==> src/hdl/fcst_pkg.sv <==
// Shared types and constants for the FOC current-sense transform block.
// Used by fcst_ctrl, fcst_datapath and the top level; no dependencies.
package fcst_pkg;

   localparam int ADC_WIDTH_DEF        = 12;
   localparam int SINE_TABLE_DEPTH_DEF = 512;

   // 1/sqrt3 and 2/sqrt3 in Q16
   localparam int INV_SQRT3_Q16     = 37837;
   localparam int TWO_INV_SQRT3_Q16 = 75674;

   localparam logic [15:0] QUARTER_TURN = 16'd16384;

   typedef enum logic [3:0] {
      MUL_NONE,
      MUL_CU_SCALE,
      MUL_CV_SCALE,
      MUL_ANG_SIN,
      MUL_ANG_COS,
      MUL_IU_K1,
      MUL_IV_K2,
      MUL_INTERP,
      MUL_ALPHA_COS,
      MUL_BETA_SIN,
      MUL_BETA_COS,
      MUL_ALPHA_SIN,
      MUL_FILT_D,
      MUL_FILT_Q
   } mul_op_type;

   typedef enum logic [1:0] {
      ACC_HOLD,
      ACC_LOAD,
      ACC_ADD,
      ACC_SUB
   } acc_op_type;

   typedef enum logic [3:0] {
      WB_NONE,
      WB_IU,
      WB_IV,
      WB_BETA,
      WB_SIN,
      WB_COS,
      WB_D,
      WB_Q,
      WB_FD,
      WB_FQ
   } wb_op_type;

   typedef enum logic [1:0] {
      TBL_NONE,
      TBL_INDEX,
      TBL_READ_A,
      TBL_READ_B
   } tbl_op_type;

   typedef struct packed {
      logic       load;
      logic       out_load;
      mul_op_type mul_op;
      acc_op_type acc_op;
      wb_op_type  wb_op;
      tbl_op_type tbl_op;
   } ctrl_cmd_type;

endpackage

==> src/hdl/fcst_sine_rom.sv <==
// Quarter-wave sine table, built at elaboration, with symmetry lookup.
// Standalone; instantiated by fcst_datapath.
module fcst_sine_rom #(
   parameter int SINE_TABLE_DEPTH = 512
) (
   input  logic [$clog2(SINE_TABLE_DEPTH)-1:0] addr,
   output logic signed [15:0]                  data
);

   typedef longint unsigned u64_type;

   localparam int      IDX_W       = $clog2(SINE_TABLE_DEPTH);
   localparam int      HALF        = SINE_TABLE_DEPTH / 2;
   localparam int      QUARTER     = SINE_TABLE_DEPTH / 4;
   localparam int      QW          = $clog2(QUARTER + 1);
   localparam u64_type HALF_PI_Q30 = 64'd1686629713;

   // Q30 Taylor series of sin(x), terms up to x^15
   function automatic logic [14:0] quarter_sine(input u64_type x);
      u64_type x2;
      u64_type term;
      u64_type v;
      longint  sum;
      x2   = (x * x) >> 30;
      term = x;
      sum  = longint'(x);
      term = ((term * x2) >> 30) / 6;
      sum  = sum - longint'(term);
      term = ((term * x2) >> 30) / 20;
      sum  = sum + longint'(term);
      term = ((term * x2) >> 30) / 42;
      sum  = sum - longint'(term);
      term = ((term * x2) >> 30) / 72;
      sum  = sum + longint'(term);
      term = ((term * x2) >> 30) / 110;
      sum  = sum - longint'(term);
      term = ((term * x2) >> 30) / 156;
      sum  = sum + longint'(term);
      term = ((term * x2) >> 30) / 210;
      sum  = sum - longint'(term);
      if (sum < 0) begin
         sum = 0;
      end
      v = (u64_type'(sum) * 64'd32767 + (u64_type'(1) << 29)) >> 30;
      if (v > 64'd32767) begin
         v = 64'd32767;
      end
      return v[14:0];
   endfunction

   logic [14:0]      qrom [QUARTER+1];
   logic             upper;
   logic [IDX_W-1:0] kk;
   logic [QW-1:0]    qi;
   logic [14:0]      mag;

   for (genvar j = 0; j <= QUARTER; j++) begin : g_quarter
      localparam u64_type XQ = (u64_type'(j) * HALF_PI_Q30 + u64_type'(QUARTER / 2))
                               / u64_type'(QUARTER);
      assign qrom[j] = quarter_sine(XQ);
   end

   always_comb begin
      upper = (addr >= IDX_W'(HALF));
      kk    = upper ? (addr - IDX_W'(HALF)) : addr;
      qi    = (kk <= IDX_W'(QUARTER)) ? QW'(kk) : QW'(IDX_W'(HALF) - kk);
      mag   = qrom[qi];
      data  = upper ? -$signed({1'b0, mag}) : $signed({1'b0, mag});
   end

endmodule

==> src/hdl/fcst_datapath.sv <==
// Datapath: one shared 18x18 multiplier, accumulator, working registers,
// filter state and result registers. Depends on fcst_pkg and fcst_sine_rom.
module fcst_datapath #(
   parameter int ADC_WIDTH        = 12,
   parameter int SINE_TABLE_DEPTH = 512
) (
   input  logic                       clock,
   input  logic                       reset,
   input  fcst_pkg::ctrl_cmd_type     cmd,
   input  logic [ADC_WIDTH-1:0]       raw_u,
   input  logic [ADC_WIDTH-1:0]       raw_v,
   input  logic [15:0]                rotor_angle,
   input  logic [15:0]                current_scale,
   input  logic [15:0]                filter_weight,
   output logic signed [15:0]         phase_u_current,
   output logic signed [15:0]         phase_v_current,
   output logic signed [15:0]         direct_current,
   output logic signed [15:0]         quadrature_current
);

   import fcst_pkg::*;

   localparam int IDX_W = $clog2(SINE_TABLE_DEPTH);
   localparam logic [ADC_WIDTH+1:0] FULL_SCALE = {2'b00, {ADC_WIDTH{1'b1}}};

   function automatic logic signed [37:0] round_sra16(input logic signed [37:0] v);
      return (v + 38'sd32768) >>> 16;
   endfunction

   function automatic logic signed [37:0] round_sra15(input logic signed [37:0] v);
      return (v + 38'sd16384) >>> 15;
   endfunction

   function automatic logic signed [15:0] sat16(input logic signed [37:0] v);
      logic signed [15:0] r;
      if (v > 38'sd32767) begin
         r = 16'sh7fff;
      end else if (v < -38'sd32768) begin
         r = 16'sh8000;
      end else begin
         r = v[15:0];
      end
      return r;
   endfunction

   logic [ADC_WIDTH-1:0]    raw_u_ff, raw_v_ff;
   logic [15:0]             angle_ff;
   logic signed [15:0]      iu_ff, iv_ff;
   logic signed [17:0]      beta_ff;
   logic [IDX_W-1:0]        idx_ff;
   logic [15:0]             frac_ff;
   logic signed [15:0]      tbl_a_ff, tbl_b_ff;
   logic signed [15:0]      sin_ff, cos_ff;
   logic signed [15:0]      d_ff, q_ff;
   logic signed [15:0]      fd_ff, fq_ff;
   logic signed [35:0]      prod_ff;
   logic signed [37:0]      acc_ff;
   logic signed [15:0]      out_u_ff, out_v_ff, out_d_ff, out_q_ff;

   logic signed [15:0]      fd_in, fq_in;
   logic signed [37:0]      acc_in;
   logic signed [35:0]      prod_in;
   logic signed [17:0]      mul_a, mul_b;
   logic signed [ADC_WIDTH+1:0] cent_u, cent_v;
   logic signed [16:0]      tbl_diff, fd_diff, fq_diff;
   logic [15:0]             angle_cos;
   logic signed [37:0]      rnd16, rnd15, prod_ext;
   logic [IDX_W-1:0]        idx_next, rom_addr;
   logic signed [15:0]      rom_data;

   assign cent_u    = $signed({1'b0, raw_u_ff, 1'b0}) - $signed(FULL_SCALE);
   assign cent_v    = $signed({1'b0, raw_v_ff, 1'b0}) - $signed(FULL_SCALE);
   assign tbl_diff  = 17'(tbl_b_ff) - 17'(tbl_a_ff);
   assign fd_diff   = 17'(d_ff) - 17'(fd_ff);
   assign fq_diff   = 17'(q_ff) - 17'(fq_ff);
   assign angle_cos = angle_ff + QUARTER_TURN;
   assign prod_ext  = 38'(prod_ff);
   assign rnd16     = round_sra16(acc_ff);
   assign rnd15     = round_sra15(acc_ff);
   assign idx_next  = (idx_ff == IDX_W'(SINE_TABLE_DEPTH - 1)) ? '0 : idx_ff + 1'b1;
   assign rom_addr  = (cmd.tbl_op == TBL_READ_B) ? idx_next : idx_ff;

   fcst_sine_rom #(
      .SINE_TABLE_DEPTH (SINE_TABLE_DEPTH)
   ) u_sine_rom (
      .addr (rom_addr),
      .data (rom_data)
   );

   always_comb begin
      mul_a = '0;
      mul_b = '0;
      case (cmd.mul_op)
         MUL_CU_SCALE: begin
            mul_a = 18'(cent_u);
            mul_b = $signed({2'b00, current_scale});
         end
         MUL_CV_SCALE: begin
            mul_a = 18'(cent_v);
            mul_b = $signed({2'b00, current_scale});
         end
         MUL_ANG_SIN: begin
            mul_a = $signed({2'b00, angle_ff});
            mul_b = 18'(SINE_TABLE_DEPTH);
         end
         MUL_ANG_COS: begin
            mul_a = $signed({2'b00, angle_cos});
            mul_b = 18'(SINE_TABLE_DEPTH);
         end
         MUL_IU_K1: begin
            mul_a = 18'(iu_ff);
            mul_b = 18'(INV_SQRT3_Q16);
         end
         MUL_IV_K2: begin
            mul_a = 18'(iv_ff);
            mul_b = 18'(TWO_INV_SQRT3_Q16);
         end
         MUL_INTERP: begin
            mul_a = 18'(tbl_diff);
            mul_b = $signed({2'b00, frac_ff});
         end
         MUL_ALPHA_COS: begin
            mul_a = 18'(iu_ff);
            mul_b = 18'(cos_ff);
         end
         MUL_BETA_SIN: begin
            mul_a = beta_ff;
            mul_b = 18'(sin_ff);
         end
         MUL_BETA_COS: begin
            mul_a = beta_ff;
            mul_b = 18'(cos_ff);
         end
         MUL_ALPHA_SIN: begin
            mul_a = 18'(iu_ff);
            mul_b = 18'(sin_ff);
         end
         MUL_FILT_D: begin
            mul_a = 18'(fd_diff);
            mul_b = $signed({2'b00, filter_weight});
         end
         MUL_FILT_Q: begin
            mul_a = 18'(fq_diff);
            mul_b = $signed({2'b00, filter_weight});
         end
         default: begin
            mul_a = '0;
            mul_b = '0;
         end
      endcase
   end

   assign prod_in = mul_a * mul_b;

   always_comb begin
      case (cmd.acc_op)
         ACC_LOAD: acc_in = prod_ext;
         ACC_ADD:  acc_in = acc_ff + prod_ext;
         ACC_SUB:  acc_in = acc_ff - prod_ext;
         default:  acc_in = acc_ff;
      endcase
   end

   always_comb begin
      fd_in = fd_ff;
      fq_in = fq_ff;
      if (cmd.wb_op == WB_FD) begin
         fd_in = sat16(38'(fd_ff) + rnd16);
      end
      if (cmd.wb_op == WB_FQ) begin
         fq_in = sat16(38'(fq_ff) + rnd16);
      end
   end

   // filter state
   always_ff @(posedge clock) begin
      if (reset) begin
         fd_ff <= '0;
         fq_ff <= '0;
      end else begin
         fd_ff <= fd_in;
         fq_ff <= fq_in;
      end
   end

   always_ff @(posedge clock) begin
      prod_ff <= prod_in;
      acc_ff  <= acc_in;
      if (cmd.load) begin
         raw_u_ff <= raw_u;
         raw_v_ff <= raw_v;
         angle_ff <= rotor_angle;
      end
      case (cmd.wb_op)
         WB_IU:   iu_ff   <= sat16(rnd16);
         WB_IV:   iv_ff   <= sat16(rnd16);
         WB_BETA: beta_ff <= rnd16[17:0];
         WB_SIN:  sin_ff  <= tbl_a_ff + rnd16[15:0];
         WB_COS:  cos_ff  <= tbl_a_ff + rnd16[15:0];
         WB_D:    d_ff    <= sat16(rnd15);
         WB_Q:    q_ff    <= sat16(rnd15);
         default: ;
      endcase
      case (cmd.tbl_op)
         TBL_INDEX: begin
            idx_ff  <= prod_ff[16 +: IDX_W];
            frac_ff <= prod_ff[15:0];
         end
         TBL_READ_A: tbl_a_ff <= rom_data;
         TBL_READ_B: tbl_b_ff <= rom_data;
         default: ;
      endcase
      if (cmd.out_load) begin
         out_u_ff <= iu_ff;
         out_v_ff <= iv_ff;
         out_d_ff <= fd_ff;
         out_q_ff <= fq_ff;
      end
   end

   assign phase_u_current    = out_u_ff;
   assign phase_v_current    = out_v_ff;
   assign direct_current     = out_d_ff;
   assign quadrature_current = out_q_ff;

endmodule

==> src/hdl/fcst_ctrl.sv <==
// Sequencer: input/output handshakes and the per-step datapath commands.
// Depends on fcst_pkg.
module fcst_ctrl (
   input  logic                   clock,
   input  logic                   reset,
   input  logic                   req_tvalid,
   output logic                   req_tready,
   output logic                   rsp_tvalid,
   input  logic                   rsp_tready,
   output fcst_pkg::ctrl_cmd_type cmd
);

   import fcst_pkg::*;

   typedef enum logic [1:0] {
      ST_IDLE,
      ST_RUN,
      ST_OUT
   } state_type;

   localparam logic [4:0] LAST_STEP = 5'd21;

   state_type  state_ff, state_in;
   logic [4:0] step_ff, step_in;
   logic       rsp_valid_ff, rsp_valid_in;
   logic       accept;
   logic       slot_free;
   logic       out_load;

   assign req_tready = (state_ff == ST_IDLE) && !reset;
   assign accept     = req_tvalid && req_tready;
   assign slot_free  = !rsp_valid_ff || rsp_tready;
   assign rsp_tvalid = rsp_valid_ff;

   always_comb begin
      state_in     = state_ff;
      step_in      = step_ff;
      rsp_valid_in = rsp_valid_ff && !rsp_tready;
      out_load     = 1'b0;
      case (state_ff)
         ST_IDLE: begin
            if (accept) begin
               state_in = ST_RUN;
               step_in  = '0;
            end
         end
         ST_RUN: begin
            if (step_ff == LAST_STEP) begin
               state_in = ST_OUT;
            end else begin
               step_in = step_ff + 5'd1;
            end
         end
         ST_OUT: begin
            if (slot_free) begin
               out_load     = 1'b1;
               rsp_valid_in = 1'b1;
               state_in     = ST_IDLE;
            end
         end
         default: state_in = ST_IDLE;
      endcase
   end

   always_ff @(posedge clock) begin
      if (reset) begin
         state_ff     <= ST_IDLE;
         step_ff      <= '0;
         rsp_valid_ff <= 1'b0;
      end else begin
         state_ff     <= state_in;
         step_ff      <= step_in;
         rsp_valid_ff <= rsp_valid_in;
      end
   end

   // multiplier result is registered into prod in the cycle after issue
   always_comb begin
      cmd.load     = accept;
      cmd.out_load = out_load;
      cmd.mul_op   = MUL_NONE;
      cmd.acc_op   = ACC_HOLD;
      cmd.wb_op    = WB_NONE;
      cmd.tbl_op   = TBL_NONE;
      if (state_ff == ST_RUN) begin
         case (step_ff)
            5'd0: cmd.mul_op = MUL_CU_SCALE;
            5'd1: begin
               cmd.mul_op = MUL_CV_SCALE;
               cmd.acc_op = ACC_LOAD;
            end
            5'd2: begin
               cmd.wb_op  = WB_IU;
               cmd.acc_op = ACC_LOAD;
            end
            5'd3: begin
               cmd.wb_op  = WB_IV;
               cmd.mul_op = MUL_ANG_SIN;
            end
            5'd4: begin
               cmd.tbl_op = TBL_INDEX;
               cmd.mul_op = MUL_IU_K1;
            end
            5'd5: begin
               cmd.tbl_op = TBL_READ_A;
               cmd.mul_op = MUL_IV_K2;
               cmd.acc_op = ACC_LOAD;
            end
            5'd6: begin
               cmd.tbl_op = TBL_READ_B;
               cmd.acc_op = ACC_ADD;
               cmd.mul_op = MUL_ANG_COS;
            end
            5'd7: begin
               cmd.wb_op  = WB_BETA;
               cmd.mul_op = MUL_INTERP;
               cmd.tbl_op = TBL_INDEX;
            end
            5'd8: begin
               cmd.acc_op = ACC_LOAD;
               cmd.tbl_op = TBL_READ_B;
            end
            5'd9: begin
               cmd.wb_op  = WB_SIN;
               cmd.tbl_op = TBL_READ_A;
            end
            5'd10: cmd.mul_op = MUL_INTERP;
            5'd11: cmd.acc_op = ACC_LOAD;
            5'd12: cmd.wb_op  = WB_COS;
            5'd13: cmd.mul_op = MUL_ALPHA_COS;
            5'd14: begin
               cmd.mul_op = MUL_BETA_SIN;
               cmd.acc_op = ACC_LOAD;
            end
            5'd15: begin
               cmd.mul_op = MUL_BETA_COS;
               cmd.acc_op = ACC_ADD;
            end
            5'd16: begin
               cmd.mul_op = MUL_ALPHA_SIN;
               cmd.wb_op  = WB_D;
               cmd.acc_op = ACC_LOAD;
            end
            5'd17: begin
               cmd.acc_op = ACC_SUB;
               cmd.mul_op = MUL_FILT_D;
            end
            5'd18: begin
               cmd.wb_op  = WB_Q;
               cmd.acc_op = ACC_LOAD;
            end
            5'd19: begin
               cmd.wb_op  = WB_FD;
               cmd.mul_op = MUL_FILT_Q;
            end
            5'd20: cmd.acc_op = ACC_LOAD;
            5'd21: cmd.wb_op  = WB_FQ;
            default: cmd.mul_op = MUL_NONE;
         endcase
      end
   end

   a_accept_starts: assert property (@(posedge clock) disable iff (reset)
      accept |=> (state_ff == ST_RUN && step_ff == 5'd0))
      else $error("accepted word did not start the sequence");

   a_step_bound: assert property (@(posedge clock) disable iff (reset)
      (state_ff == ST_RUN) |-> (step_ff <= LAST_STEP))
      else $error("step counter past last step");

   a_last_to_out: assert property (@(posedge clock) disable iff (reset)
      (state_ff == ST_RUN && step_ff == LAST_STEP) |=> (state_ff == ST_OUT))
      else $error("sequence end did not reach output state");

   a_out_load_valid: assert property (@(posedge clock) disable iff (reset)
      cmd.out_load |=> rsp_valid_ff)
      else $error("result load without valid");

   a_stall_holds: assert property (@(posedge clock) disable iff (reset)
      (state_ff == ST_OUT && rsp_valid_ff && !rsp_tready) |=> (state_ff == ST_OUT))
      else $error("result overwritten while stalled");

endmodule

==> src/hdl/foc_current_sense_transform_unit.sv <==
// FOC current-sense transform: phase scaling, Clarke/Park, d/q low-pass.
// Top level; depends on fcst_pkg, fcst_ctrl, fcst_datapath, fcst_sine_rom.
//
// Usage:
//   req channel: one word per PWM period with two phase ADC samples and the
//   electrical rotor angle. rsp channel: one word per request with the two
//   scaled phase currents and the filtered d and q currents (Q5.10).
//   csr port: current_scale at 0x0, filter_weight at 0x4; write only while
//   no request is in flight. Reads return the register value.
// Sequence:
//   A request runs as the 22-step sequence on the single shared 18x18
//   multiplier; its result shows on rsp_tvalid once the sequence ends and
//   the output slot is free. A new request is not taken before that.
//   req_tready is high only between requests.
// Reset: synchronous; clears the filter state, loads register defaults
//   (current_scale 1024, filter_weight 6554) and drops rsp_tvalid.
// Stall: the result waits in the output register; the next request is
//   still taken and processed, then holds at completion until the earlier
//   result is taken.
module foc_current_sense_transform_unit #(
   parameter int ADC_WIDTH        = fcst_pkg::ADC_WIDTH_DEF,
   parameter int SINE_TABLE_DEPTH = fcst_pkg::SINE_TABLE_DEPTH_DEF
) (
   input  logic                                   clock,
   input  logic                                   reset,
   input  logic                                   req_tvalid,
   output logic                                   req_tready,
   // raw_u, raw_v, rotor_angle[15:0], zero padding
   input  logic [8*((2*ADC_WIDTH+23)/8)-1:0]      req_tdata,
   output logic                                   rsp_tvalid,
   input  logic                                   rsp_tready,
   // phase_u_current, phase_v_current, direct_current, quadrature_current
   output logic [63:0]                            rsp_tdata,
   input  logic                                   csr_psel,
   input  logic                                   csr_penable,
   input  logic                                   csr_pwrite,
   input  logic [2:0]                             csr_paddr,
   input  logic [31:0]                            csr_pwdata,
   output logic [31:0]                            csr_prdata,
   output logic                                   csr_pready
);

   import fcst_pkg::*;

   localparam logic REG_CURRENT_SCALE = 1'b0;
   localparam logic REG_FILTER_WEIGHT = 1'b1;

   ctrl_cmd_type       cmd;
   logic [15:0]        scale_ff, scale_in;
   logic [15:0]        weight_ff, weight_in;
   logic               csr_write;
   logic signed [15:0] phase_u_current, phase_v_current;
   logic signed [15:0] direct_current, quadrature_current;

   assign csr_pready = 1'b1;
   assign csr_write  = csr_psel && csr_penable && csr_pwrite && csr_pready;

   always_comb begin
      scale_in  = scale_ff;
      weight_in = weight_ff;
      if (csr_write) begin
         case (csr_paddr[2])
            REG_CURRENT_SCALE: scale_in  = csr_pwdata[15:0];
            REG_FILTER_WEIGHT: weight_in = csr_pwdata[15:0];
            default: ;
         endcase
      end
   end

   always_ff @(posedge clock) begin
      if (reset) begin
         scale_ff  <= 16'd1024;
         weight_ff <= 16'd6554;
      end else begin
         scale_ff  <= scale_in;
         weight_ff <= weight_in;
      end
   end

   always_comb begin
      case (csr_paddr[2])
         REG_CURRENT_SCALE: csr_prdata = {16'd0, scale_ff};
         REG_FILTER_WEIGHT: csr_prdata = {16'd0, weight_ff};
         default:           csr_prdata = '0;
      endcase
   end

   fcst_ctrl u_ctrl (
      .clock      (clock),
      .reset      (reset),
      .req_tvalid (req_tvalid),
      .req_tready (req_tready),
      .rsp_tvalid (rsp_tvalid),
      .rsp_tready (rsp_tready),
      .cmd        (cmd)
   );

   fcst_datapath #(
      .ADC_WIDTH        (ADC_WIDTH),
      .SINE_TABLE_DEPTH (SINE_TABLE_DEPTH)
   ) u_datapath (
      .clock              (clock),
      .reset              (reset),
      .cmd                (cmd),
      .raw_u              (req_tdata[ADC_WIDTH-1:0]),
      .raw_v              (req_tdata[2*ADC_WIDTH-1:ADC_WIDTH]),
      .rotor_angle        (req_tdata[2*ADC_WIDTH+15:2*ADC_WIDTH]),
      .current_scale      (scale_ff),
      .filter_weight      (weight_ff),
      .phase_u_current    (phase_u_current),
      .phase_v_current    (phase_v_current),
      .direct_current     (direct_current),
      .quadrature_current (quadrature_current)
   );

   assign rsp_tdata = {quadrature_current, direct_current, phase_v_current, phase_u_current};

endmodule
==> config.mk <==
export PLATFORM = sky130hd
export DESIGN_NAME = foc_current_sense_transform_unit
export DESIGN_NICKNAME = d
export VERILOG_FILES = /design/src/hdl/fcst_pkg.sv /design/src/hdl/fcst_sine_rom.sv /design/src/hdl/fcst_datapath.sv /design/src/hdl/fcst_ctrl.sv /design/src/hdl/foc_current_sense_transform_unit.sv
export SDC_FILE = /design/constraint.sdc
export NUM_CORES = 2
export LEC_CHECK = 0
export BUFFER_PORTS_ARGS = -buffer_cell sky130_fd_sc_hd__buf_2
export CAP_MARGIN = 20
export CORE_MARGIN = 2
export CORE_UTILIZATION = 35
export CTS_BUF_LIST = sky130_fd_sc_hd__clkbuf_8
export DETAILED_ROUTE_END_ITERATION = 7
export PLACE_DENSITY_LB_ADDON = 0.3
export SKIP_LAST_GASP = 1
export SLEW_MARGIN = 20
export SYNTH_ARGS = -nofsm -noshare
export SYNTH_HDL_FRONTEND = slang
export SYNTH_SLANG_ARGS = --single-unit
==> constraint.sdc <==
create_clock -name clock -period 20.1 [get_ports clock]
set_input_delay 4.02 -clock clock [delete_from_list [all_inputs] [get_ports clock]]
set_output_delay 4.02 -clock clock [all_outputs]
set_load 0.02 [all_outputs]
# [Word level (Yosys, flattened, before mapping)]
# Memories as Yosys holds them, arrays and structs flattened.
# Cells that the tools add are included.
# W data, S select, Z words.
[op_classes] muxes=35 n_bitwise=2 shifts=0 n_reduce_logical=30 order_cmp=11 n_div=0 add_sub_neg=18 n_eq_ne=56 multipliers=1
[op_table] cell="$pmux W18 S10" n=1
[op_table] cell="$mux W16" n=9
[op_table] cell="$pmux W18 S8" n=1
[op_table] cell="$pmux W38 S3" n=1
[op_table] cell="$gt A38 B16 Y1 const B" n=2
[op_table] cell="$lt A38 B16 Y1 const B" n=2
[op_table] cell="$pmux W32 S2" n=1
[op_table] cell="$pmux W4 S13" n=1
[op_table] cell="$sub A16 B16 Y17" n=3
[op_table] cell="$add A16 B22 Y23" n=2
[op_table] cell="$eq A5 B4 Y1 const B" n=8
[op_table] cell="$add A38 B16 Y38 const B" n=1
[op_table] cell="$add A38 B17 Y38 const B" n=1
[op_table] cell="$add A38 B36 Y38" n=1
[op_table] cell="$sub A38 B36 Y38" n=1
[op_table] cell="$mul A18 B18 Y36" n=1
[op_table] cell="$pmux W4 S9" n=1
[op_table] cell="$eq A4 B3 Y1 const B" n=8
[op_table] cell="$eq A4 B4 Y1 const B" n=8
[op_table] cell="$eq A5 B5 Y1 const B" n=6
[op_table] cell="$mux W15" n=2
[op_table] cell="$sub A13 B12 Y14 const B" n=2
[op_table] cell="$mux W9" n=3
[op_table] cell="$gt A23 B16 Y1 const B" n=1
[op_table] cell="other kinds (43)" n=86
[totals] elab_cells=181 memories=1 register_bits=421 latchBits=0 inputBits=82 mem_bits_ro=3840 ram_bits=0 out_inout_bits=99
[memory_table] memory="(no name shown)" depth=256 width=15 read_ports=1 rd_ports_with_merged_regs=0 wr=0 line="fcst_sine_rom.sv:67" source="mag = qrom[qi];"

# [Logic depth before layout (Yosys ltp)]
[depth] ltp_word=16 mapped_depth=45 mapped_depth_nobuf=43

# [By module]
# Synthesis repeated with hierarchy kept, for this count alone.
[hier_totals] hier_cells=4398 hier_area_um2=40859.2
[modules_own_cells] module="fcst_datapath" seq_area_each_um2=10760.3 cells_each=3535 instances=1 area_per_inst_um2=34556.9
[modules_own_cells] module="fcst_sine_rom" seq_area_each_um2=0.0 cells_each=575 instances=1 area_per_inst_um2=3764.9
[modules_own_cells] module="foc_current_sense_transform_unit" seq_area_each_um2=640.6 cells_each=170 instances=1 area_per_inst_um2=1716.6
[modules_own_cells] module="fcst_ctrl" seq_area_each_um2=160.2 cells_each=118 instances=1 area_per_inst_um2=820.8

# [Worst setup path after synthesis]
# OpenSTA, ideal clock, no wires.
[synth_timing] path_kind="register -> register" start="register u_ctrl.step_ff[4]" end="register u_datapath.prod_ff[33]" setup_ps=72 setup_slack_ps=10941 stages_incl_launch_ff=38 path_buffers=5 period_less_slack_ps=9159 arrival_time_ps=9087 required_time_ps=20028 path_cell_list="dfxtp_1 -> clkbuf_1 -> nor2b_1 -> and2_1 -> or2_2 -> clkbuf_1 -> buf_1 -> buf_1 -> mux2i_1 -> o21ai_0 -> a221oi_1 -> clkbuf_1 -> nor2_1 -> fa_1 -> inv_1 -> fa_1 -> fa_1 -> inv_1 -> [2 not listed] -> inv_1 -> fa_1 -> inv_1 -> ha_1 -> a21o_1 -> a21oi_1 -> nand2b_1 -> a21oi_1 -> nor2_1 -> o31ai_1 -> a221o_1 -> a41o_1 -> nand2b_1 -> nand2_1 -> o2111ai_1 -> a31o_2 -> a21boi_0 -> xnor2_1"
[synth_between] elab_chain_cells=8 word_cells_on_any_way=40 cone_classes="1 x mul; 26 x eq/ne; 4 x mux; 9 x reduce/logical"
[synth_rtl] element="start, declared" line="fcst_ctrl.sv:24" source="logic [4:0] step_ff, step_in;"
[synth_rtl] element="start signal, assigned" line="fcst_ctrl.sv:72" source="step_ff <= step_in;"
[synth_rtl] element="$eq A5 B3 Y1 or $eq A5 B4 Y1 (tied branches)" line="fcst_ctrl.sv:86" source="case (step_ff)"
[synth_rtl] element="$reduce_or A2 Y1 (no line)"
[synth_rtl] element="$pmux W4 S13 *" line="fcst_ctrl.sv:86"
[synth_rtl] element="$mux W12 *" line="fcst_ctrl.sv:85" source="if (state_ff == ST_RUN) begin"
[synth_rtl] element="$eq A4 B3 Y1 (tied with other cells)" line="fcst_datapath.sv:93" source="case (cmd.mul_op)"
[synth_rtl] element="$reduce_or A3 Y1 (no line) or $reduce_or A2 Y1 (tied branches)"
[synth_rtl] element="$pmux W18 S10 or $pmux W18 S8 (tied branches)" line="fcst_datapath.sv:93"
[synth_rtl] element="$mul A18 B18 Y36 *" line="fcst_datapath.sv:153" source="assign prod_in = mul_a * mul_b;"
[synth_rtl] element="via u_datapath.prod_in[33]" line="fcst_datapath.sv:62" source="logic signed [35:0] prod_in;"
[synth_rtl] element="end signal, assigned" line="fcst_datapath.sv:187" source="prod_ff <= prod_in;"
[synth_rtl] element="end, declared" line="fcst_datapath.sv:56" source="logic signed [35:0] prod_ff;"
# The timed path passes the listed nets; every way through them passes the cells marked *.
# A chain may end at the register's enable or synchronous reset.

# [Worst setup path after layout]
[layout_timing] start="register u_ctrl.step_ff[0]" end="register u_datapath.prod_ff[32]"
# The elaborated chain is that of the path after synthesis.

==> run_results.csv <==
group,metric,value,unit
route,drt-initial-drc-count,3109,
setup_path,r2r_setup_slack,8310,ps
clocking,hold_buffers,0,
setup_path,worstSetupEndpointType,"flop",
global_routing,grt_max_degree,76,
clocking,post_cts_buffers,0,
placed_design,hpwl,101500,µm
sta,final.period_utilization,0.5865,
setup_path,critPathKind,"reg -> reg",
clocking,tritoncts,"done",
setup_path,crit_path_max_incr_delay,980,ps
route,drt_first_pass_iters,6,
final_layout,fin_area,43280,µm²
logic_synthesis,ys_warn_count,0,
logic_synthesis,async_flop_share,0,
route,num_vias,32095,
logic_synthesis,synth.area.top_cells,"edfxtp_1, fa_1, ha_1",
global_routing,grt_overflow,0,
placed_design,numPortBuffers,145,
setup_path,r2r-start,"u_ctrl.step_ff[0]",
worst_hold_path,hp-class,"reg -> reg",
sta,max_slew_margin,0.2635,
sta,finalHoldViolations,0,
floorplanning,die_area,114400,µm²
power_and_ir_drop,power.leakage,18.45,nW
final_layout,fillerInstances,11098,
final_layout,largestRegisters,"u_datapath.acc_ff x38, u_datapath.prod_ff x36, u_datapath.beta_ff x18",
sta,tightest_slew,1095,ps
final_layout,final_cell_mix,"inv_1, nand2_1, nor2_1",
logic_synthesis,synth_cells,4245,
final_layout,regArea,11560,µm²
floorplanning,core,110700,µm²
setup_path,crit_path_start_kind,"flop",
floorplanning,start_util,0.3533,
final_layout,area_growth,10.67,%
logic_synthesis,synth-seq-cells,421,
floorplanning,io_pins,181,
job,drv_cap,0,
clocking,clock_latency,730,ps
sta,rsz0062_at_grt,"false",
setup_path,cp_common_cell,"nand2_1",
setup_path,cp.arrival,12440,ps
sta,period_minus_slack,11790,ps
logic_synthesis,synth-seq-area-share,0.2957,
route,wirelength,133500,µm
sta,fin_worst_skew,50.43,ps
final_layout,nNetsFinal,5064,
clocking,cts_sinks,421,
clocking,cts_max_level,3,
final_layout,largest_reg_flops,38,
floorplanning,core.rowCount,122,
clocking,cts_buffers,79,
logic_synthesis,synth.distinct_cells,112,
route,post_drt_wl_per_cell,22.48,µm
final_layout,final_common_cell,"inv_1",
status,status,"complete, no violations",
floorplanning,die_x,338.3,µm
setup_path,critPathRequiredTime,20750,ps
placed_design,postPlaceCellArea,41630,µm²
setup_path,cp-endpoint,"u_datapath.prod_ff[32]",
setup_path,crit_start,"u_ctrl.step_ff[0]",
setup_path,worst_r2r_endpoint,"u_datapath.prod_ff[32]",
final_layout,largest-register,"u_datapath.acc_ff",
setup_path,r2r_cells,38,
power_and_ir_drop,pwr_density_cell,55.42,nW/µm²
logic_synthesis,synth_edf_count,313,
logic_synthesis,yosys_most_used_dff,"edfxtp_1",
logic_synthesis,synth_top_cell_by_area,"edfxtp_1",
placed_design,routabilityCongestion,0.9486,
route,ant_nets,0,
logic_synthesis,netlist.area_leader.share,0.2404,
logic_synthesis,synth.avg_cell_area,9.212,µm²
clocking,clk_path_buf_depth,3,
global_routing,grt_pass1_vias,31372,
clocking,post_cts_resized,0,
floorplanning,dieHeight,338.3,µm
setup_path,cp_max_fo,30,
sta,fmax,84.82,MHz
sta,setup_viol,0,
final_layout,multi_input_area,24740,µm²
final_layout,final_layout_size_suffix_gt1_frac,0.09852,
clocking,path_clk_slew,60,ps
logic_synthesis,syn_area,39100,µm²
route,vias_per_cell,5.407,
clocking,root_buffer,"clkbuf_8",
final_layout,fin_util,0.3910,
global_routing,grt_pass1_wl,199400,µm
sta,tns,0,ps
global_routing,antenna_found_initial,11,
global_routing,grt_usage,0.2292,
setup_path,crit_slowest_cell,"nor4_1",
power_and_ir_drop,peakVddDrop,0.00005766,V
route,drcViolationCount,0,
sta,slew_violations,0,
how the worst min path moves through the flow:
stage                           startpoint                              to  depth (start not counted)
detailed placement     u_datapath.iu_ff[4]   u_datapath.phase_u_current[4]                          0
finish                u_datapath.iu_ff[10]  u_datapath.phase_u_current[10]                          0
global route          u_datapath.iu_ff[10]  u_datapath.phase_u_current[10]                          0
floorplan           u_datapath.prod_ff[12]          u_datapath.frac_ff[12]                          0
CTS                   u_datapath.iu_ff[10]  u_datapath.phase_u_current[10]                          0
global placement      u_datapath.iu_ff[10]  u_datapath.phase_u_current[10]                          0
power by group:
group	internal (mW)	switching (mW)
Clock	0.462	0.406
Combinational	0.210	0.355
Sequential	0.946	0.0200
Total	1.62	0.781
cell usage after synthesis, types with 21 or more instances:
| cell | count |
|---|---|
| nor2_1 | 384 |
| a22oi_1 | 23 |
| mux2i_1 | 27 |
| and2_1 | 23 |
| ha_1 | 264 |
| xor2_1 | 88 |
| inv_1 | 568 |
| edfxtp_1 | 313 |
| nand2b_1 | 60 |
| o21bai_1 | 23 |
| xnor2_1 | 153 |
| o211ai_1 | 21 |
| and3_1 | 25 |
| a31oi_1 | 24 |
| nor3_1 | 62 |
| or3_1 | 27 |
| nand3_1 | 64 |
| dfxtp_1 | 108 |
| nand2_1 | 492 |
| fa_1 | 336 |
| a21o_1 | 49 |
| a211oi_1 | 50 |
| nand4_1 | 29 |
| o31ai_1 | 33 |
| a21oi_1 | 232 |
| clkbuf_1 | 131 |
| o21ai_0 | 190 |
| nor2b_1 | 34 |
| a221oi_1 | 35 |
worst max-delay path: cells and delay by family, from the launching register on:
kind | cells | cell delay, ps
AO/OA/AOI/OAI | 10 | 3170
buffers and inverters | 7 | 970
XOR/XNOR | 1 | 160
flip-flops | 1 | 400
adder cells (fa/ha/maj) | 8 | 3120
AND/OR/NAND/NOR | 12 | 3900
area by class of cell:
| type | count | share of cell area |
|---|---|---|
| clock buffer | 85 | 0.02703 |
| antenna | 2 | 0.0001156 |
| multi-input combinational | 3080 | 0.5716 |
| tap | 1488 | 0.04302 |
| sequential | 421 | 0.2671 |
| timing repair buffer | 228 | 0.03125 |
| inverter | 572 | 0.04967 |
| clock inverter | 60 | 0.01021 |
stage by stage:
stage / cells / power, mW / worst slack, ps / hold WS (ps)
2_1_floorplan: 4260 / 1.372 / 10940 / 406.4
3_3_place_gp: 5788 / 1.531 / 8389 / 433.7
3_5_place_dp: 5788 / 1.532 / 8379 / 436.8
4_1_cts: 5933 / 2.408 / 8378 / 435.0
5_1_grt: 5935 / 2.505 / 7623 / 450.8
6_report: 5936 / 2.398 / 8311 / 436.8
logic make-up (layout without fill, tap and decap cells):
| logic type | after synthesis | count (layout) | synth area share |
|---|---|---|---|
| AOI/OAI and AO/OA | 896 | 896 | 0.1558 |
| adders and majority gates | 600 | 600 | 0.2565 |
| and+or+nand+nor | 1277 | 1277 | 0.1476 |
| buffers and inverters | 759 | 945 | 0.07654 |
| other | 2 | 19 | 0.0001921 |
| xor gates and xnor gates | 241 | 241 | 0.05398 |
| muxes | 49 | 49 | 0.01382 |
| DFF | 421 | 421 | 0.2957 |
routing by layer:
| metal | vias to the layer above | share of wire | track usage |
|---|---|---|---|
| met5 | - | 0.00060 | 0 |
| met2 | 1381 | 0.44 | 0.3554 |
| met3 | 250 | 0.088 | 0.04492 |
| met4 | 12 | 0.028 | 0.06741 |
| li1 | 14759 | - | - |
| met1 | 15693 | 0.44 | 0.3229 |
(Power assumes the default switching activity.)
